## src/assert_macros.svh

```systemverilog
// assertion macros used by the top-level rtl file of the i2c bit engine
`ifndef ASSERT_MACROS_SVH
`define ASSERT_MACROS_SVH

// same-cycle implication, checked on the rising clock edge outside reset
`define ASSERT_IMPLIES(lbl, ante, cons, msg) \
  lbl: assert property (@(posedge clk_i) disable iff (!rst_ni) (ante) |-> (cons)) \
    else $error(msg);

// next-cycle implication, checked on the rising clock edge outside reset
`define ASSERT_NEXT(lbl, ante, cons, msg) \
  lbl: assert property (@(posedge clk_i) disable iff (!rst_ni) (ante) |=> (cons)) \
    else $error(msg);

`endif

```

## src/i2cmbe_pkg.sv

```systemverilog
// types and constants shared by the i2c master bit engine
`timescale 1ns / 1ps
`default_nettype none
package i2cmbe_pkg;

  typedef enum logic [2:0] {
    CMD_NONE  = 3'd0,
    CMD_START = 3'd1,
    CMD_STOP  = 3'd2,
    CMD_WRITE = 3'd3,
    CMD_READ  = 3'd4
  } cmd_e;

  typedef struct packed {
    logic [2:0] command;
    logic [7:0] data_byte;
    logic       sda_level;
  } in_item_t;

  typedef struct packed {
    logic       scl_drive;
    logic       sda_drive;
    logic       busy_res;
    logic [7:0] read_byte;
    logic       read_done;
    logic       command_dropped;
  } out_item_t;

  // classified tick as it travels from front to back
  typedef struct packed {
    cmd_e       kind;
    logic [7:0] data_byte;
    logic       sda_level;
  } work_item_t;

  localparam int unsigned CfgDataWidth = 12;
  localparam int unsigned CfgIdxWidth  = 2;

  localparam logic [CfgIdxWidth-1:0] CFG_LONG_PHASE  = 2'd0;
  localparam logic [CfgIdxWidth-1:0] CFG_SHORT_PHASE = 2'd1;
  localparam logic [CfgIdxWidth-1:0] CFG_READ_SAMPLE = 2'd2;
  localparam logic [CfgIdxWidth-1:0] CFG_ACK_WAIT    = 2'd3;

  typedef struct packed {
    logic [7:0]  long_ticks;
    logic [7:0]  short_ticks;
    logic [7:0]  sample_ticks;
    logic [11:0] ack_ticks;
  } cfg_t;

  localparam logic [7:0]  LongPhaseReset  = 8'd20;
  localparam logic [7:0]  ShortPhaseReset = 8'd6;
  localparam logic [7:0]  ReadSampleReset = 8'd10;
  localparam logic [11:0] AckWaitReset    = 12'd1000;

  localparam int unsigned QueueDepth = 2;
  localparam int unsigned QueuePtrW  = (QueueDepth > 1) ? $clog2(QueueDepth) : 1;
  localparam int unsigned QueueCntW  = $clog2(QueueDepth + 1);

endpackage
`default_nettype wire

```

## src/i2c_master_bit_engine_unit.sv

```systemverilog
// i2c master bit engine top level: config registers, front, queue and back
// path: a tick beat accepted into the front register passes the queue into the back's result register
// throughput: one tick beat per cycle while the result side does not stall, set by the phase update in the back
// stalls on the result side back up through the two-entry queue to the input ready
// reset: asynchronous, active low; bus released high, sequencer idle, registers at defaults
`timescale 1ns / 1ps
`default_nettype none
`include "assert_macros.svh"
module i2c_master_bit_engine_unit (
  input  logic                                    clk_i,
  input  logic                                    rst_ni,
  input  logic                                    in_valid_i,
  output logic                                    in_ready_o,
  input  i2cmbe_pkg::in_item_t                    in_data_i,
  output logic                                    out_valid_o,
  input  logic                                    out_ready_i,
  output i2cmbe_pkg::out_item_t                   out_data_o,
  input  logic                                    cfg_we_i,
  input  logic [i2cmbe_pkg::CfgIdxWidth-1:0]      cfg_idx_i,
  input  logic [i2cmbe_pkg::CfgDataWidth-1:0]     cfg_wdata_i
);
  import i2cmbe_pkg::*;

  // timing registers; the user must write them only while the engine is idle, the block does not enforce it
  cfg_t       cfg_q;

  // front to queue
  logic       f_valid;
  logic       f_ready;
  work_item_t f_item;

  // queue to back
  logic       b_valid;
  logic       b_ready;
  work_item_t b_item;

  always_ff @(posedge clk_i or negedge rst_ni) begin
    if (!rst_ni) begin
      cfg_q.long_ticks   <= LongPhaseReset;
      cfg_q.short_ticks  <= ShortPhaseReset;
      cfg_q.sample_ticks <= ReadSampleReset;
      cfg_q.ack_ticks    <= AckWaitReset;
    end else if (cfg_we_i) begin
      case (cfg_idx_i)
        CFG_LONG_PHASE:  cfg_q.long_ticks   <= cfg_wdata_i[7:0];
        CFG_SHORT_PHASE: cfg_q.short_ticks  <= cfg_wdata_i[7:0];
        CFG_READ_SAMPLE: cfg_q.sample_ticks <= cfg_wdata_i[7:0];
        CFG_ACK_WAIT:    cfg_q.ack_ticks    <= cfg_wdata_i[11:0];
        default:         cfg_q              <= cfg_q;
      endcase
    end
  end

  // front: registers each tick beat and decodes its command
  i2cmbe_front u_front (
    .clk_i        (clk_i),
    .rst_ni       (rst_ni),
    .in_valid_i   (in_valid_i),
    .in_ready_o   (in_ready_o),
    .in_data_i    (in_data_i),
    .item_valid_o (f_valid),
    .item_ready_i (f_ready),
    .item_o       (f_item)
  );

  // queue: lets the front keep taking beats while the result side stalls
  i2cmbe_queue u_queue (
    .clk_i        (clk_i),
    .rst_ni       (rst_ni),
    .push_valid_i (f_valid),
    .push_ready_o (f_ready),
    .push_data_i  (f_item),
    .pop_valid_o  (b_valid),
    .pop_ready_i  (b_ready),
    .pop_data_o   (b_item)
  );

  // back: phase sequencer, one tick per cycle while the result is taken, result held in an output register
  i2cmbe_back u_back (
    .clk_i        (clk_i),
    .rst_ni       (rst_ni),
    .cfg_i        (cfg_q),
    .item_valid_i (b_valid),
    .item_ready_o (b_ready),
    .item_i       (b_item),
    .out_valid_o  (out_valid_o),
    .out_ready_i  (out_ready_i),
    .out_data_o   (out_data_o)
  );

  // a dropped command only happens while a sequence runs
  `ASSERT_IMPLIES(a_drop_busy, out_valid_o && out_data_o.command_dropped, out_data_o.busy_res, "command dropped while idle")
  // the last tick of a read belongs to the read and still has scl high
  `ASSERT_IMPLIES(a_done_busy, out_valid_o && out_data_o.read_done, out_data_o.busy_res && out_data_o.scl_drive, "read done outside a read hold")
  // an accepted beat is always held by the front on the next cycle
  `ASSERT_NEXT(a_front_takes, in_valid_i && in_ready_o, f_valid, "accepted beat lost in front")

endmodule
`default_nettype wire

```

## src/i2cmbe_front.sv

```systemverilog
// front stage: takes input beats and classifies the command
`timescale 1ns / 1ps
`default_nettype none
module i2cmbe_front (
  input  logic                    clk_i,
  input  logic                    rst_ni,
  input  logic                    in_valid_i,
  output logic                    in_ready_o,
  input  i2cmbe_pkg::in_item_t    in_data_i,
  output logic                    item_valid_o,
  input  logic                    item_ready_i,
  output i2cmbe_pkg::work_item_t  item_o
);
  import i2cmbe_pkg::*;

  logic       valid_q;
  work_item_t item_q;
  work_item_t item_d;

  // codes above read byte carry no command
  function automatic cmd_e decode_cmd(input logic [2:0] code);
    cmd_e k;
    case (code)
      CMD_START: k = CMD_START;
      CMD_STOP:  k = CMD_STOP;
      CMD_WRITE: k = CMD_WRITE;
      CMD_READ:  k = CMD_READ;
      default:   k = CMD_NONE;
    endcase
    return k;
  endfunction

  assign in_ready_o = !valid_q || item_ready_i;

  always_comb begin
    item_d.kind      = decode_cmd(in_data_i.command);
    item_d.data_byte = in_data_i.data_byte;
    item_d.sda_level = in_data_i.sda_level;
  end

  always_ff @(posedge clk_i or negedge rst_ni) begin
    if (!rst_ni) begin
      valid_q <= 1'b0;
    end else if (in_valid_i && in_ready_o) begin
      valid_q <= 1'b1;
    end else if (item_ready_i) begin
      valid_q <= 1'b0;
    end
  end

  always_ff @(posedge clk_i) begin
    if (in_valid_i && in_ready_o) begin
      item_q <= item_d;
    end
  end

  assign item_valid_o = valid_q;
  assign item_o       = item_q;

endmodule
`default_nettype wire

```

## src/i2cmbe_queue.sv

```systemverilog
// short fifo between the front and the back
`timescale 1ns / 1ps
`default_nettype none
module i2cmbe_queue (
  input  logic                    clk_i,
  input  logic                    rst_ni,
  input  logic                    push_valid_i,
  output logic                    push_ready_o,
  input  i2cmbe_pkg::work_item_t  push_data_i,
  output logic                    pop_valid_o,
  input  logic                    pop_ready_i,
  output i2cmbe_pkg::work_item_t  pop_data_o
);
  import i2cmbe_pkg::*;

  localparam logic [QueuePtrW-1:0] LastPtr = QueuePtrW'(QueueDepth - 1);
  localparam logic [QueueCntW-1:0] FullCnt = QueueCntW'(QueueDepth);
  localparam logic [QueuePtrW-1:0] PtrOne  = QueuePtrW'(1);
  localparam logic [QueueCntW-1:0] CntOne  = QueueCntW'(1);

  work_item_t            mem_q [QueueDepth];
  logic [QueuePtrW-1:0]  wr_ptr_q, wr_ptr_d;
  logic [QueuePtrW-1:0]  rd_ptr_q, rd_ptr_d;
  logic [QueueCntW-1:0]  count_q, count_d;
  logic                  push, pop;

  assign push_ready_o = (count_q != FullCnt);
  assign pop_valid_o  = (count_q != '0);
  assign push         = push_valid_i && push_ready_o;
  assign pop          = pop_valid_o && pop_ready_i;
  assign pop_data_o   = mem_q[rd_ptr_q];

  always_comb begin
    wr_ptr_d = wr_ptr_q;
    rd_ptr_d = rd_ptr_q;
    count_d  = count_q;
    if (push) begin
      wr_ptr_d = (wr_ptr_q == LastPtr) ? '0 : wr_ptr_q + PtrOne;
    end
    if (pop) begin
      rd_ptr_d = (rd_ptr_q == LastPtr) ? '0 : rd_ptr_q + PtrOne;
    end
    if (push && !pop) begin
      count_d = count_q + CntOne;
    end else if (pop && !push) begin
      count_d = count_q - CntOne;
    end
  end

  always_ff @(posedge clk_i or negedge rst_ni) begin
    if (!rst_ni) begin
      wr_ptr_q <= '0;
      rd_ptr_q <= '0;
      count_q  <= '0;
    end else begin
      wr_ptr_q <= wr_ptr_d;
      rd_ptr_q <= rd_ptr_d;
      count_q  <= count_d;
    end
  end

  always_ff @(posedge clk_i) begin
    if (push) begin
      mem_q[wr_ptr_q] <= push_data_i;
    end
  end

endmodule
`default_nettype wire

```

## src/i2cmbe_back.sv

```systemverilog
// back stage: scl/sda phase sequencer with a registered result
`timescale 1ns / 1ps
`default_nettype none
module i2cmbe_back (
  input  logic                    clk_i,
  input  logic                    rst_ni,
  input  i2cmbe_pkg::cfg_t        cfg_i,
  input  logic                    item_valid_i,
  output logic                    item_ready_o,
  input  i2cmbe_pkg::work_item_t  item_i,
  output logic                    out_valid_o,
  input  logic                    out_ready_i,
  output i2cmbe_pkg::out_item_t   out_data_o
);
  import i2cmbe_pkg::*;

  localparam logic [4:0] PH_IDLE    = 5'd0;
  localparam logic [4:0] PH_ST_A    = 5'd1;
  localparam logic [4:0] PH_ST_B    = 5'd2;
  localparam logic [4:0] PH_ST_C    = 5'd3;
  localparam logic [4:0] PH_SP_A    = 5'd4;
  localparam logic [4:0] PH_SP_B    = 5'd5;
  localparam logic [4:0] PH_WR_LOW  = 5'd6;
  localparam logic [4:0] PH_WR_SET  = 5'd7;
  localparam logic [4:0] PH_WR_HIGH = 5'd8;
  localparam logic [4:0] PH_WR_END  = 5'd9;
  localparam logic [4:0] PH_AK_REL  = 5'd10;
  localparam logic [4:0] PH_AK_HIGH = 5'd11;
  localparam logic [4:0] PH_AK_WAIT = 5'd12;
  localparam logic [4:0] PH_AK_LOW  = 5'd13;
  localparam logic [4:0] PH_RD_LOW  = 5'd14;
  localparam logic [4:0] PH_RD_SAMP = 5'd15;
  localparam logic [4:0] PH_RD_HOLD = 5'd16;

  typedef struct packed {
    logic [4:0]  phase;
    logic        scl;
    logic        sda;
    logic [11:0] cnt;
    logic [7:0]  shf;
  } seq_t;

  localparam seq_t SeqReset = '{phase: PH_IDLE, scl: 1'b1, sda: 1'b1, cnt: 12'd0, shf: 8'd0};

  seq_t       seq_q, seq_d;
  logic [3:0] bit_q, bit_d;
  logic [7:0] last_q, last_d;
  logic       out_valid_q;
  out_item_t  out_q, res;
  logic       fire;
  logic [4:0] start_ph, next_ph;
  seq_t       s0, s1;

  // a zero length counts as one tick
  function automatic logic [11:0] min_one(input logic [7:0] v);
    return (v == 8'd0) ? 12'd1 : {4'd0, v};
  endfunction

  function automatic seq_t enter_phase(input seq_t s, input logic [4:0] p, input cfg_t c);
    seq_t r;
    r       = s;
    r.phase = p;
    case (p)
      PH_ST_A:    begin r.scl = 1'b1; r.sda = 1'b1; r.cnt = min_one(c.long_ticks); end
      PH_ST_B:    begin r.sda = 1'b0; r.cnt = min_one(c.long_ticks); end
      PH_ST_C:    begin r.scl = 1'b0; r.cnt = min_one(c.short_ticks); end
      PH_SP_A:    begin r.sda = 1'b0; r.scl = 1'b1; r.cnt = min_one(c.long_ticks); end
      PH_SP_B:    begin r.sda = 1'b1; r.cnt = min_one(c.long_ticks); end
      PH_WR_LOW:  begin r.scl = 1'b0; r.cnt = min_one(c.short_ticks); end
      PH_WR_SET:  begin
        r.sda = s.shf[7];
        r.shf = {s.shf[6:0], 1'b0};
        r.cnt = min_one(c.long_ticks);
      end
      PH_WR_HIGH: begin r.scl = 1'b1; r.cnt = min_one(c.long_ticks); end
      PH_WR_END:  begin r.scl = 1'b0; r.cnt = min_one(c.short_ticks); end
      PH_AK_REL:  begin r.sda = 1'b1; r.cnt = min_one(c.long_ticks); end
      PH_AK_HIGH: begin r.scl = 1'b1; r.cnt = min_one(c.long_ticks); end
      PH_AK_WAIT: begin r.cnt = c.ack_ticks; end
      PH_AK_LOW:  begin r.scl = 1'b0; r.cnt = min_one(c.short_ticks); end
      PH_RD_LOW:  begin r.sda = 1'b1; r.scl = 1'b0; r.cnt = min_one(c.long_ticks); end
      PH_RD_SAMP: begin r.scl = 1'b1; r.cnt = min_one(c.sample_ticks); end
      PH_RD_HOLD: begin r.cnt = min_one(c.long_ticks); end
      default:    begin r.phase = PH_IDLE; r.cnt = 12'd0; end
    endcase
    return r;
  endfunction

  assign item_ready_o = !out_valid_q || out_ready_i;
  assign fire         = item_valid_i && item_ready_o;

  always_comb begin
    s0                  = seq_q;
    bit_d               = bit_q;
    last_d              = last_q;
    start_ph            = PH_IDLE;
    next_ph             = PH_IDLE;
    res                 = '0;
    res.command_dropped = 1'b0;

    // command entry, same tick
    if (seq_q.phase == PH_IDLE) begin
      bit_d = 4'd0;
      case (item_i.kind)
        CMD_START: start_ph = PH_ST_A;
        CMD_STOP:  start_ph = PH_SP_A;
        CMD_WRITE: begin start_ph = PH_WR_LOW; s0.shf = item_i.data_byte; end
        CMD_READ:  begin start_ph = PH_RD_LOW; s0.shf = 8'd0; end
        default:   start_ph = PH_IDLE;
      endcase
      s0 = enter_phase(s0, start_ph, cfg_i);
    end else if (item_i.kind != CMD_NONE) begin
      res.command_dropped = 1'b1;
    end

    res.scl_drive = s0.scl;
    res.sda_drive = s0.sda;
    res.busy_res  = (s0.phase != PH_IDLE);

    // countdown and phase advance
    s1 = s0;
    if (s0.phase != PH_IDLE) begin
      if (s1.cnt != 12'd0) begin
        s1.cnt = s1.cnt - 12'd1;
      end
      if (s1.cnt == 12'd0) begin
        case (s1.phase)
          PH_ST_A:    next_ph = PH_ST_B;
          PH_ST_B:    next_ph = PH_ST_C;
          PH_SP_A:    next_ph = PH_SP_B;
          PH_WR_LOW:  next_ph = PH_WR_SET;
          PH_WR_SET:  next_ph = PH_WR_HIGH;
          PH_WR_HIGH: begin
            bit_d   = bit_d + 4'd1;
            next_ph = bit_d[3] ? PH_WR_END : PH_WR_LOW;
          end
          PH_WR_END:  next_ph = PH_AK_REL;
          PH_AK_REL:  next_ph = PH_AK_HIGH;
          PH_AK_HIGH: next_ph = (cfg_i.ack_ticks != 12'd0) ? PH_AK_WAIT : PH_AK_LOW;
          PH_AK_WAIT: next_ph = PH_AK_LOW;
          PH_RD_LOW:  next_ph = PH_RD_SAMP;
          PH_RD_SAMP: begin
            s1.shf  = {s1.shf[6:0], item_i.sda_level};
            next_ph = PH_RD_HOLD;
          end
          PH_RD_HOLD: begin
            bit_d = bit_d + 4'd1;
            if (bit_d[3]) begin
              s1.scl        = 1'b0;
              last_d        = s1.shf;
              res.read_done = 1'b1;
              next_ph       = PH_IDLE;
            end else begin
              next_ph = PH_RD_LOW;
            end
          end
          default:    next_ph = PH_IDLE;
        endcase
        s1 = enter_phase(s1, next_ph, cfg_i);
      end
    end

    seq_d         = s1;
    res.read_byte = last_d;
  end

  always_ff @(posedge clk_i or negedge rst_ni) begin
    if (!rst_ni) begin
      seq_q       <= SeqReset;
      bit_q       <= 4'd0;
      last_q      <= 8'd0;
      out_valid_q <= 1'b0;
    end else if (fire) begin
      seq_q       <= seq_d;
      bit_q       <= bit_d;
      last_q      <= last_d;
      out_valid_q <= 1'b1;
    end else if (out_ready_i) begin
      out_valid_q <= 1'b0;
    end
  end

  always_ff @(posedge clk_i) begin
    if (fire) begin
      out_q <= res;
    end
  end

  assign out_valid_o = out_valid_q;
  assign out_data_o  = out_q;

endmodule
`default_nettype wire

```

## config.mk

```make
export PLATFORM = sky130hd
export DESIGN_NAME = i2c_master_bit_engine_unit
export DESIGN_NICKNAME = d
export VERILOG_FILES = /design/src/i2cmbe_pkg.sv /design/src/i2c_master_bit_engine_unit.sv /design/src/i2cmbe_front.sv /design/src/i2cmbe_queue.sv /design/src/i2cmbe_back.sv
export VERILOG_INCLUDE_DIRS = /design/src /design/src/src
export SDC_FILE = /design/constraint.sdc
export NUM_CORES = 1
export LEC_CHECK = 0
export BUFFER_PORTS_ARGS = -buffer_cell sky130_fd_sc_hd__buf_2
export CAP_MARGIN = 20
export CORE_ASPECT_RATIO = 1.1
export CORE_MARGIN = 2
export CORE_UTILIZATION = 24
export DETAILED_ROUTE_END_ITERATION = 12
export GPL_TIMING_DRIVEN = 0
export SYNTH_ARGS = -nofsm -noshare
export SYNTH_HDL_FRONTEND = slang
export SYNTH_HIERARCHICAL = 1
export SYNTH_SLANG_ARGS = --single-unit
```

## constraint.sdc

```tcl
create_clock -name clk_i -period 9.4 [get_ports clk_i]
set_clock_uncertainty 0.1 [all_clocks]
set_input_delay 1.88 -clock clk_i [delete_from_list [all_inputs] [get_ports clk_i]]
set_output_delay 1.88 -clock clk_i [all_outputs]
set_load 0.005 [all_outputs]
```

---- After elaboration in Yosys (flattened, before gate mapping) ----
Memory sizes are Yosys's and may differ from the RTL's.
Cells that the tools add are included.
cells by class
  equality and inequality tests ........... 57
  add/sub/neg operators ................... 6
  multiplexer cells ....................... 51
  reduce and logical (&&, ||, !) cells .... 45
operator list
  cell                                                                   count
  5-bit by 4-bit equality test with 1-bit output, second input constant  23
  12-bit one-hot mux with 4 select lines                                 2
  27-bit two-way mux                                                     3
  8-bit two-way mux                                                      10
  5-bit one-hot mux with 13 select lines                                 1
  5-bit by 3-bit equality test with 1-bit output, second input constant  11
  16-bit OR reduction                                                    2
  5-bit by 2-bit equality test with 1-bit output, second input constant  5
  5-bit two-way mux                                                      5
  8-bit zero test                                                        3
  12-bit two-way mux                                                     2
  4-bit two-way mux                                                      6
  12-bit nonzero test                                                    2
  10-bit OR reduction                                                    2
  5-bit OR reduction                                                     4
  4-bit one-hot mux with 4 select lines                                  1
  8-bit one-hot mux with 2 select lines                                  1
  4-bit OR reduction                                                     4
  5-bit by 1-bit equality test with 1-bit output, second input constant  3
  5-bit equality test, second input constant                             3
  1-bit two-way mux                                                      13
  3-bit by 2-bit equality test with 1-bit output, second input constant  4
  12-bit zero test                                                       1
  3-bit one-hot mux with 4 select lines                                  1
  24 further kinds                                                       47
storage, ports and cells
  logic and storage cells ................. 185
  output and inout bits ................... 15
  memories ................................ 1
  flip-flop bits (word level) ............. 106
  RAM bits ................................ 24
memories
  memory         depth  width  rd ports  clocked after Yosys merged registers in  write ports  RTL line            text
  u_queue.mem_q  2      12     1         0                                        1            i2cmbe_queue.sv:21  work_item_t mem_q [QueueDepth];

---- Depth between registers and ports, before layout ----
Gate-level depths: netlist (run 1).
An unclocked memory read counts as a cell.
  depth in word-level cells ............... 19
  depth in mapped cells ................... 19
  mapped depth without buffers ............ 14

---- Cells and area by module ----
Netlist (run 1), hierarchy kept.
modules (own cells, without submodules)
  module                      seq. area each (µm²)  instances  area each (µm²)  cells each
  i2cmbe_back                 1393.8                1          4276.6           509
  i2c_master_bit_engine_unit  915.9                 1          1375.1           77
  i2cmbe_queue                820.8                 1          1078.5           55
  i2cmbe_front                385.4                 1          434.2            19

---- Least setup slack after synthesis (run 1) ----
No wires, ideal clock.
  kind .................................... register to register
  start ................................... register u_queue.rd_ptr_q
  end ..................................... register u_back.out_q, in the netlist u_back/out_data_o[2], data pin
  arrival time ............................ 3.986 ns
  cell stages (with the launch flop) ...... 18
  path slack .............................. 5.054 ns
  buffers on the path ..................... 4
  library setup time ...................... 0.260 ns
  cells stage by stage .................... dfrtp_1 buf_6 mux2_2 buf_2 xor2_1 a21oi_1 o22ai_1 a31oi_1 ha_1 nand2_1 or4b_1 buf_2 a21oi_2 and4_1 and3_1 buf_6 nand3_4 mux2_2
RTL lines
  element                 RTL line            text
  start, declared         i2cmbe_queue.sv:23  logic [QueuePtrW-1:0] rd_ptr_q, rd_ptr_d;
  start signal, assigned  i2cmbe_queue.sv:57  rd_ptr_q <= rd_ptr_d;
  end signal, assigned    i2cmbe_back.sv:185  out_q <= res;
  end, declared           i2cmbe_back.sv:49   out_item_t out_q, res;

==> results of run 1 <==
## report_power, final
| part | leakage, µW | internal (µW) | switching [µW] |
|---|---|---|---|
| clock | 0.000311 | 432 | 287 |
| sequential | 0.00142 | 782 | 109 |
| combinational | 0.00159 | 559 | 969 |
| total | 0.00332 | 1770 | 1370 |
## cell families (layout without fill, tap and decap cells)
group,Yosys count,in the layout,share of synthesized area [%]
multiplexers,70,70,10.9
AND/OR/NAND/NOR,227,227,17.8
AO/OA/AOI/OAI,164,164,16.7
adder cells (fa/ha/maj),3,3,0.524
flip-flops,130,130,49.1
buffers and inverters,53,133,3.42
XOR/XNOR,13,13,1.59
## area by class of cell
| class | count | area, µm² | area share [%] |
|---|---|---|---|
| Timing Repair Buffer | 48 | 278 | 3.25 |
| Multi-Input combinational cell | 477 | 3400 | 39.8 |
| Inverter | 15 | 56.3 | 0.659 |
| Tap cell | 374 | 468 | 5.47 |
| Sequential cell | 130 | 3520 | 41.1 |
| Buffer | 38 | 189 | 2.21 |
| Clock buffer | 17 | 425 | 4.98 |
| Clock inverter | 15 | 214 | 2.50 |
## synth_stat cells (6+ instances only)
cell type	number	area (µm²)
and3_1	11	68.8
nand2b_1	6	37.5
edfxtp_1	49	1470
xnor2_1	8	70.1
a32oi_1	8	70.1
nor4_1	10	62.6
a22oi_1	14	105
a221oi_1	8	70.1
nand2_1	72	270
a211oi_1	7	52.6
nor2_1	28	105
a21o_1	7	52.6
nor2b_1	10	62.6
o21ai_0	30	150
a32o_1	9	90.1
dfrtp_1	67	1680
o31ai_1	6	45.0
a21oi_1	23	115
inv_1	15	56.3
nor3_1	17	85.1
clkbuf_1	24	90.1
a22o_1	8	70.1
mux2_2	65	732
dfstp_2	14	368
nand3_1	20	100
## worst reg2reg max path, delay by kind of cell, from the launching register on
kind | cells | cell delay, ps
AO/OA/AOI/OAI | 5 | 1360
XOR/XNOR | 1 | 280
adder cells (fa/ha/maj) | 1 | 350
buffers and inverters | 2 | 400
flip-flops | 1 | 440
multiplexers | 2 | 800
AND/OR/NAND/NOR | 3 | 1730
## stage by stage
step                      hold slack [ps]  utilization (%)  cell area, µm²
final                                 346             29.0            8550
after global placement                326             26.7            7860
after floorplan                       321                -            7160
after global routing                  355             29.0            8550
after detailed placement              332             26.8            7900
after CTS                             350             29.0            8540
## per-layer routing
metal | up-vias | share of wire (%) | GRT usage, %
met4 | 0 | 2.7 | 5.93
met2 | 213 | 47 | 21.6
met3 | 37 | 5.3 | 2.86
met5 | - | 0 | 0
met1 | 2771 | 45 | 17.1
li1 | 2655 | - | -
## flip-flops by register name (all words and copies together), names as in the netlist
signal and count:
u_queue/rd_ptr_q 1, u_back/out_valid_o 1, u_back/out_data_o 13, u_back/bit_q 4, u_back/last_q 8, u_queue/count_q 2
u_back/seq_q 27, cfg_q 36, u_queue/wr_ptr_q 1, u_front/item_valid_o 1, u_queue/mem_q 24, u_front/item_o 12
## cells in the final DEF, fill, tap and decap left out, types with 9 or more instances in the layout
cell       Yosys  final
nand2_1       72     72
nor2_1        28     28
nor2b_1       10     10
and3_1        11     11
mux2_2        65     65
dfstp_2       14     14
a21oi_1       23     23
dfrtp_1       67     67
clkbuf_1      24     24
nor4_1        10     10
clkbuf_16      0     17
o21ai_0       30     30
nor3_1        17     17
buf_2          4     48
a22oi_1       14     14
nand3_1       20     20
edfxtp_1      49     49
inv_1         15     15
a32o_1         9      9
## worst max-delay path by stage
stage | slack (ps) | endpoint | startpoint | depth (start not counted)
floorplan | 5050 | u_back/out_data_o[2] | u_queue/rd_ptr_q | 17
global placement | 3860 | u_back/seq_q[26] | u_queue/rd_ptr_q | 14
detailed placement | 3910 | u_back/seq_q[26] | u_queue/rd_ptr_q | 14
CTS | 3870 | u_back/seq_q[26] | u_queue/rd_ptr_q | 14
global route | 3500 | u_back/seq_q[26] | u_queue/rd_ptr_q | 14
finish | 3820 | u_back/seq_q[26] | u_queue/rd_ptr_q | 14
==> metrics.yaml, run 1 <==
timing:
  final_hold_viol_count: 0
  report.final.slew_viol_count: 0
  setup_violations: 0
  max_freq_ghz: 0.179
  period_share_pct: 59.4
  final.min_clock_period_ps: 5580
  rsz0062_at_grt: "false"
  worstMarginPinSlew_ps: 1020
  relSlewSlack_pct: 31.5
  finalSetupTns_ps: 0
  worst_slack_ps: 3820
floorplanning:
  design.core.area_um2: 29500
  dieArea_um2: 31300
  ioPinCount: 46
  initial_utilization_pct: 24.3
  die-width_um: 169
  die_h_um: 185
  rows: 66
drt:
  drt-total-wl_um: 20500
  drc: 0
  vias: 5676
  wire_per_inst_um: 18.4
  first_iter_violations: 620
  final_antenna_net_count: 0
  viasPerCell: 5.10
  drt_pass1_iterations: 5
setup_path:
  max_stage_delay_ps: 620
  ff2ff_setup_slack_ps: 3820
  crit_buf_inv: 2
  critical_path_class: "flip-flop to flip-flop"
  critPathSlowestCell: "nor4b_2"
  r2r_start: "u_queue/rd_ptr_q"
  required_ps: 9600
  critPathMaxFanout: 10
  arrival_ps: 5780
  cp-end-kind: "flip-flop"
  crit_family: "simple AND/OR/NAND/NOR gates"
  reg2reg_to: "u_back/seq_q[26]"
  path_cells: "buf_6, mux2_2, buf_2, xor2_1, a21oi_1, o22ai_1, a31oi_1, ha_1, o21ai_0, nor4b_2, a21oi_1, nor2_2, nand3_1, mux2_2"
  setup.worst_path.start_class: "flip-flop"
  r2r_cells: 14
global_route:
  grt_antenna_before_repair: 0
  gr-usage-all-layers_pct: 13.3
  grt_pass1_vias: 5674
  grt_max_degree: 51
  grt_remaining_overflow: 0
  grt_pass1_wl_um: 32100
synth:
  ys_seq_elements: 130
  seq_area_frac_synth_pct: 49.1
  syn_nets: 694
  synth-edff-count: 49
  syn_area_um2: 7160
  syn_avg_cell_area_um2: 10.9
  syn_inst: 660
  synthArstFlopShare_pct: 62.3
  synthDistinctLibCells: 85
  yosysWarnings: 6
  synth_flop_cell: "dfrtp_1"
final_layout:
  num_antenna_cells: 0
  nFillCells: 3018
  layout.nets: 761
  stdcell_count: 1114
  area_delta_synth_final_pct: 19.3
  drive_gt1_share_pct: 27.0
place:
  port_buffers: 45
  place_ws_ps: 3910
  hpwl_um: 14900
  dp.cells: 1081
  place.gp.congestion: 0.892
min_path:
  whs_path_depth: 0
  whs_endpoint: "u_queue/mem_q[1][1]"
  worst_hold_startpoint: "u_front/item_o[1]"
  min_path_type: "flip-flop to flip-flop"
power_and_ir_drop:
  power_density_nw_per_um2: 367
  power_uw: 3140
  vdd_drop_max_v: 0.000121
  p_leak_uw: 0.00332
clock_network:
  cts_setup_buffers: 0
  cts_resized: 0
  cts_tree: "done"
  clockBufferDepth: 2
  clk_pin_slew_ps: 60
  numCtsBuffers: 17
  clock_sinks: 130
  htree_levels: 4
  clockRootBuffer: "clkbuf_16"
  cts-hold-fix-buffers: 0
  clkLatencyLatePin_ps: 430
outcome:
  status: "finished, final reports clean"
job:
  max_cap_violations: 0
Note: power is estimated with default switching activity, not from simulation.
==> inputs of run 2 (changes only) <==
Clock period 9.4 ns to 5.1 ns, I/O delays scaled along.
==> run 2 against run 1 <==
Hold slack worse by 2.3 ps. Design area is 0.72% higher. Sequential share of layout area is 0.28 points lower. First-iteration DRC count is 4.5% higher. Sequential cell count stayed put. Critical path type unchanged. Critical endpoint is now u_back/bit_q[2].
==> metrics.yaml, run 2 (synthesized netlist as in run 1, its figures left out) <==
power_and_ir_drop:
  vdd_drop_max_v: 0.000223  # was 0.000121 V
  p_leak_uw: 0.00334  # was 0.00332 µW
  power_density_nw_per_um2: 682  # was 367 nW/µm²
global_route:
  grt_pass1_vias: 5681  # was 5674
  grt_remaining_overflow: 0  # unchanged
  grt_antenna_before_repair: 0  # unchanged
  grt_max_degree: 51  # unchanged
  grt_pass1_wl_um: 32100  # about the same
  gr-usage-all-layers_pct: 13.3  # about the same
place:
  port_buffers: 45  # unchanged
  place.gp.congestion: 0.892  # unchanged
  dpl-instance-area_um2: 7900  # unchanged
  hpwl_um: 14900  # unchanged
floorplanning:
  design.core.area_um2: 29500  # unchanged
  dieArea_um2: 31300  # unchanged
  die-width_um: 169  # unchanged
  ioPinCount: 46  # unchanged
  die_h_um: 185  # unchanged
  initial_utilization_pct: 24.3  # unchanged
  rows: 66  # unchanged
setup_path:
  arrival_ps: 5020  # was 5780 ps
  required_ps: 5280  # was 9600 ps
  cp-end-kind: "flip-flop"  # unchanged
  r2r_start: "u_queue/rd_ptr_q"  # unchanged
  critical_path_class: "flip-flop to flip-flop"  # unchanged
  startpoint: "u_queue/rd_ptr_q"  # unchanged
  critPathMaxFanout: 10  # unchanged
  ff2ff_setup_slack_ps: 260  # was 3820 ps
  setup.worst_path.start_class: "flip-flop"  # unchanged
clock_network:
  cts-hold-fix-buffers: 0  # unchanged
  numCtsBuffers: 17  # unchanged
  clockBufferDepth: 2  # unchanged
  clkLatencyLatePin_ps: 430  # about the same
  cts_tree: "done"  # unchanged
  clk_pin_slew_ps: 60  # about the same
  clock_sinks: 130  # unchanged
  htree_levels: 4  # unchanged
  clockRootBuffer: "clkbuf_16"  # unchanged
timing:
  setup_violations: 0  # unchanged
  period_share_pct: 94.9  # was 59.4%
  max_freq_ghz: 0.207  # was 0.179 GHz
  final.min_clock_period_ps: 4840  # was 5580 ps
  final_hold_viol_count: 0  # unchanged
  finalSetupTns_ps: 0  # unchanged
  report.final.slew_viol_count: 0  # unchanged
  relSlewSlack_pct: 34.1  # was 31.5%
  worstMarginPinSlew_ps: 981  # was 1020 ps
  rsz0062_at_grt: "false"  # unchanged
drt:
  wire_per_inst_um: 18.4  # about the same
  first_iter_violations: 648  # was 620
  drt_pass1_iterations: 5  # unchanged
  drt-total-wl_um: 20500  # about the same
  vias: 5741  # was 5676
  viasPerCell: 5.14  # was 5.10
  final_antenna_net_count: 0  # unchanged
  drc: 0  # unchanged
min_path:
  worst_hold_startpoint: "u_front/item_o[1]"  # unchanged
  min_path_type: "flip-flop to flip-flop"  # unchanged
final_layout:
  regArea_um2: 3520  # about the same
  nFillCells: 3014  # was 3018
  num_antenna_cells: 0  # unchanged
  stdcell_area_um2: 8610  # was 8550 µm²
  largest_register: "cfg_q"  # unchanged
  final_cell_mix: "nand2_1, dfrtp_1, mux2_2, edfxtp_1, buf_2"  # unchanged
  area_delta_synth_final_pct: 20.2  # was 19.3%
  layout.nets: 763  # was 761
  reg.largest.list: "cfg_q (36), u_back/seq_q (27), u_queue/mem_q (24)"  # unchanged
  layout.cells.most_common: "nand2_1"  # unchanged
  multiInputGateArea_um2: 3450  # was 3400 µm²
  drive_gt1_share_pct: 28.4  # was 27.0%
  largest_register_ffs: 36  # unchanged
outcome:
  status: "finished, final reports clean"  # unchanged
job:
  max_cap_violations: 0  # unchanged
==> run 2: cell count changes in the layout (fill, tap and decap cells not counted), sizes merged <==
cell	delta
buf	+2
==> run 2: per-stage QoR <==
step	setup slack [ps]	util [%]	total power [µW]	hold WS (ps)	cells
final	260	29.2	5870	343	1116
after CTS	58.3	29.1	5810	350	1113
after floorplan	754	-	3570	321	660
after global placement	-441	26.7	4400	326	1079
after global routing	41.8	29.2	6230	355	1116
after detailed placement	-391	26.8	4420	332	1081
==> run 2: final timing paths <==
check	endpoint	depth (start not counted)
setup / recovery	u_back/bit_q[2]	16
hold / removal	u_queue/mem_q[1][1]	0
setup reg to reg	u_back/bit_q[2]	16
hold reg to reg	u_queue/mem_q[1][1]	0
max in group asynchronous	cfg_q[8]	2
min in group asynchronous	u_back/seq_q[4]	1
==> run 2: power breakdown <==
group / switching (µW) / total (µW) / internal, µW
Sequential: 203 / 1640 / 1440
Combinational: 1830 / 2900 / 1070
Clock: 530 / 1330 / 796
Total: 2560 / 5870 / 3310
==> run 2: timing repair <==
action / CTS / global route
setup buffers: 0 / 2
resized for setup: 6 / 8
pin swaps: 0 / 3
endpoints found under the setup margin: 45 / 37
==> run 2: worst max-delay path, stage by stage (launching register included) <==
cell	delay, ps
dfrtp_2	410
buf_6	170
mux2_2	330
buf_2	210
xor2_1	280
a21oi_2	240
o22ai_1	140
a31oi_2	240
ha_2	300
nand2_1	110
or4b_1	510
buf_2	180
a21oi_2	190
and4_1	250
nand3_1	320
o311ai_0	550
o211ai_1	160
==> run 2: metal layers <==
| layer | GRT usage [%] | share of wire [%] | vias up |
|---|---|---|---|
| met2 | 21.6 | 48 | 204 |
| met1 | 17.1 | 44 | 2833 |
| met3 | 2.86 | 5.2 | 41 |
| met5 | 0 | 0 | - |
| met4 | 5.93 | 2.8 | 0 |
| li1 | - | - | 2663 |
==> run 2: area by class of cell <==
type / count / share of cell area (%)
plain buffers: 38 / 2.22
clock buffers: 17 / 4.94
multi-input cells: 477 / 40.0
repair buffers: 50 / 3.40
well taps: 374 / 5.43
inverters: 15 / 0.654
flip-flops and latches: 130 / 40.8
clock inverters: 15 / 2.48
==> inputs of run 3 (changes only) <==
Settings changed: ABC_AREA set to 1.
==> run 3 against run 2 <==
Cell count increased by 38%. Total power increased by 9.5%. Non-clock buffer count decreased by 6. Synthesized area increased by 8.1%. First-iteration DRC count decreased by 18%. Sequential cell count unchanged. Largest cell class is now multi-input combinational cells. Worst setup slack improved by 1100 ps. Critical path depth increased by 9. Fmax increased by 28%. Register-to-register slack improved by 1100 ps.
==> metrics.yaml, run 3 <==
synth:
  synth.most_common_cell: "nand2_1"  # unchanged
  netlist_top_cells_area: "dfrtp_1, nand2_1, edfxtp_1, nand3_1, dfstp_2"  # was dfrtp_1, edfxtp_1, mux2_2, dfstp_2, nand2_1
  synth-simple-area-share_pct: 38.7  # was 17.8%
  synth_compound_area_share_pct: 5.03  # was 16.7%
  syn_inst: 1039  # was 660
  synth_top_family_by_area: "simple AND/OR/NAND/NOR gates"  # unchanged
  yosysTopAreaCell: "dfrtp_1"  # unchanged
  synth_xor_area_share_pct: 0.776  # was 1.59%
  synthTopCellsByCount: "nand2_1, nand3_1, inv_1"  # was nand2_1, dfrtp_1, mux2_2
  yosysWarnings: 6  # unchanged
  synth_mux_area_share_pct: 1.29  # was 10.9%
  synthArstFlopShare_pct: 62.3  # unchanged
  syn_nets: 1073  # was 694
  syn_avg_cell_area_um2: 7.45  # was 10.9 µm²
  ys_seq_elements: 130  # unchanged
  synth_flop_cell: "dfrtp_1"  # unchanged
  syn_area_um2: 7740  # was 7160 µm²
  seq_area_frac_synth_pct: 45.4  # was 49.1%
  synthDistinctLibCells: 46  # was 85
  yosysTopAreaCellShare_pct: 21.7  # was 23.4%
  synth_adder_area_share_pct: 0.485  # was 0.524%
  synth-edff-count: 49  # unchanged
clock_network:
  clkLatencyLatePin_ps: 440  # was 430 ps
  cts_setup_buffers: 0  # unchanged
  cts_tree: "done"  # unchanged
  cts-hold-fix-buffers: 0  # unchanged
  clock_sinks: 130  # unchanged
  clockRootBuffer: "clkbuf_16"  # unchanged
  numCtsBuffers: 17  # unchanged
  clockBufferDepth: 2  # unchanged
  clk_pin_slew_ps: 60  # about the same
  cts_resized: 0  # was 6
  htree_levels: 4  # unchanged
floorplanning:
  initial_utilization_pct: 24.5  # was 24.3%
  die-width_um: 175  # was 169 µm
  design.core.area_um2: 31600  # was 29500 µm²
  rows: 68  # was 66
  die_h_um: 192  # was 185 µm
  ioPinCount: 46  # unchanged
  dieArea_um2: 33700  # was 31300 µm²
final_layout:
  reg.largest.list: "cfg_q (36), u_back/seq_q (27), u_queue/mem_q (24)"  # unchanged
  num_antenna_cells: 0  # unchanged
  final_cell_mix: "nand2_1, nand3_1, inv_1, dfrtp_1, buf_2"  # was nand2_1, dfrtp_1, mux2_2, edfxtp_1, buf_2
  area_delta_synth_final_pct: 17.6  # was 20.2%
  stdcell_area_um2: 9100  # was 8610 µm²
  regArea_um2: 3520  # about the same
  largest_register: "cfg_q"  # unchanged
  nFillCells: 3388  # was 3014
  largest_register_ffs: 36  # unchanged
  layout.cells.most_common: "nand2_1"  # unchanged
  stdcell_count: 1537  # was 1116
  layout.nets: 1138  # was 763
  finish.utilization_pct: 28.8  # was 29.2%
  multiInputGateArea_um2: 3580  # was 3450 µm²
  drive_gt1_share_pct: 17.3  # was 28.4%
setup_path:
  r2r_start: "u_queue/rd_ptr_q"  # unchanged
  critPathMaxFanout: 10  # unchanged
  endpoint: "u_back/seq_q[13]"  # was u_back/bit_q[2]
  max_stage_delay_ps: 430  # was 550 ps
  cp-end-kind: "flip-flop"  # unchanged
  ff2ff_setup_slack_ps: 1330  # was 260 ps
  arrival_ps: 4030  # was 5020 ps
  setup.worst_path.start_class: "flip-flop"  # unchanged
  r2r_cells: 25  # was 16
  startpoint: "u_queue/rd_ptr_q"  # unchanged
  critical_path_class: "flip-flop to flip-flop"  # unchanged
  critPathSlowestCell: "dfrtp_1"  # was o311ai_0
  cpMostUsedCell: "nand2_1"
  required_ps: 5360  # was 5280 ps
  reg2reg_to: "u_back/seq_q[13]"  # was u_back/bit_q[2]
drt:
  wire_per_inst_um: 13.5  # was 18.4 µm
  drt-total-wl_um: 20700  # was 20500 µm
  viasPerCell: 4.42  # was 5.14
  first_iter_violations: 531  # was 648
  vias: 6793  # was 5741
  final_antenna_net_count: 0  # unchanged
  drt_pass1_iterations: 5  # unchanged
  drc: 0  # unchanged
timing:
  final_hold_viol_count: 0  # unchanged
  relSlewSlack_pct: 28.8  # was 34.1%
  final.min_clock_period_ps: 3770  # was 4840 ps
  rsz0062_at_grt: "false"  # unchanged
  finalSetupTns_ps: 0  # unchanged
  max_freq_ghz: 0.265  # was 0.207 GHz
  hold_ws_ps: 343  # about the same
  setup_violations: 0  # unchanged
  worstMarginPinSlew_ps: 1060  # was 981 ps
  period_share_pct: 73.9  # was 94.9%
  report.final.slew_viol_count: 0  # unchanged
place:
  port_buffers: 43  # was 45
  dp.cells: 1504  # was 1081
  place.gp.congestion: 0.859  # was 0.892
  dpl-instance-area_um2: 8510  # was 7900 µm²
  hpwl_um: 15400  # was 14900 µm
global_route:
  grt_max_degree: 43  # was 51
  gr-usage-all-layers_pct: 12.8  # was 13.3%
  grt_antenna_before_repair: 0  # unchanged
  grt_pass1_vias: 6621  # was 5681
  grt_remaining_overflow: 0  # unchanged
  grt_pass1_wl_um: 34200  # was 32100 µm
power_and_ir_drop:
  power_density_nw_per_um2: 706  # was 682 nW/µm²
  vdd_drop_max_v: 0.000430  # was 0.000223 V
  p_leak_uw: 0.00460  # was 0.00334 µW
job:
  max_cap_violations: 0  # unchanged
min_path:
  worst_hold_startpoint: "u_front/item_o[1]"  # unchanged
  min_path_type: "flip-flop to flip-flop"  # unchanged
outcome:
  status: "finished, final reports clean"  # unchanged
## run 3: area by class of cell
type                            count  area share, %
Multi-Input combinational cell    765           39.3
Clock inverter                     15           1.65
Timing Repair Buffer               46           2.86
Clock buffer                       17           4.67
Inverter                          108           4.45
Buffer                             36           2.64
Tap cell                          420           5.77
Sequential cell                   130           38.6
## run 3: kinds of logic after synthesis
group | count (synthesis)
DFF | 130
muxes | 9
buffers and inverters | 144
adders and majority gates | 3
xor gates and xnor gates | 6
and+or+nand+nor | 678
AOI/OAI and AO/OA | 69
## run 3: worst max-delay path, delay by kind of cell, from the launching register on
family	cells	cell delay [ps]
fa+ha+maj	1	290
simple gates	17	1800
buf+inv	7	1080
flops	1	430
## run 3: worst min-delay path by stage
stage	end	slack, ps	depth (start not counted)
final	u_queue/mem_q[0][1]	340	0
after global routing	u_queue/mem_q[0][0]	350	0
after CTS	u_queue/mem_q[0][1]	340	0
after detailed placement	u_queue/mem_q[0][1]	330	0
after global placement	u_queue/mem_q[1][1]	320	0
after floorplan	u_queue/mem_q[0][0]	320	0
## run 3: metal layers
metal | GRT usage, % | part of all wire [%]
met5 | 0 | 0
met4 | 6.22 | 2.7
met3 | 2.34 | 4.1
met2 | 20.5 | 46
met1 | 16.5 | 47
## run 3: where the power goes
| part | switching, µW | internal [µW] | leakage, µW | total, µW |
|---|---|---|---|---|
| clock | 505 | 684 | 0.000286 | 1190 |
| sequential | 151 | 1430 | 0.00148 | 1580 |
| combinational | 2530 | 1120 | 0.00283 | 3660 |
## run 3: stage by stage
step	power [µW]	setup slack (ps)
6_report	6430	1330
5_1_grt	6990	983
4_1_cts	6450	1320
3_5_place_dp	5220	1340
3_3_place_gp	5200	1370
2_1_floorplan	4260	1940
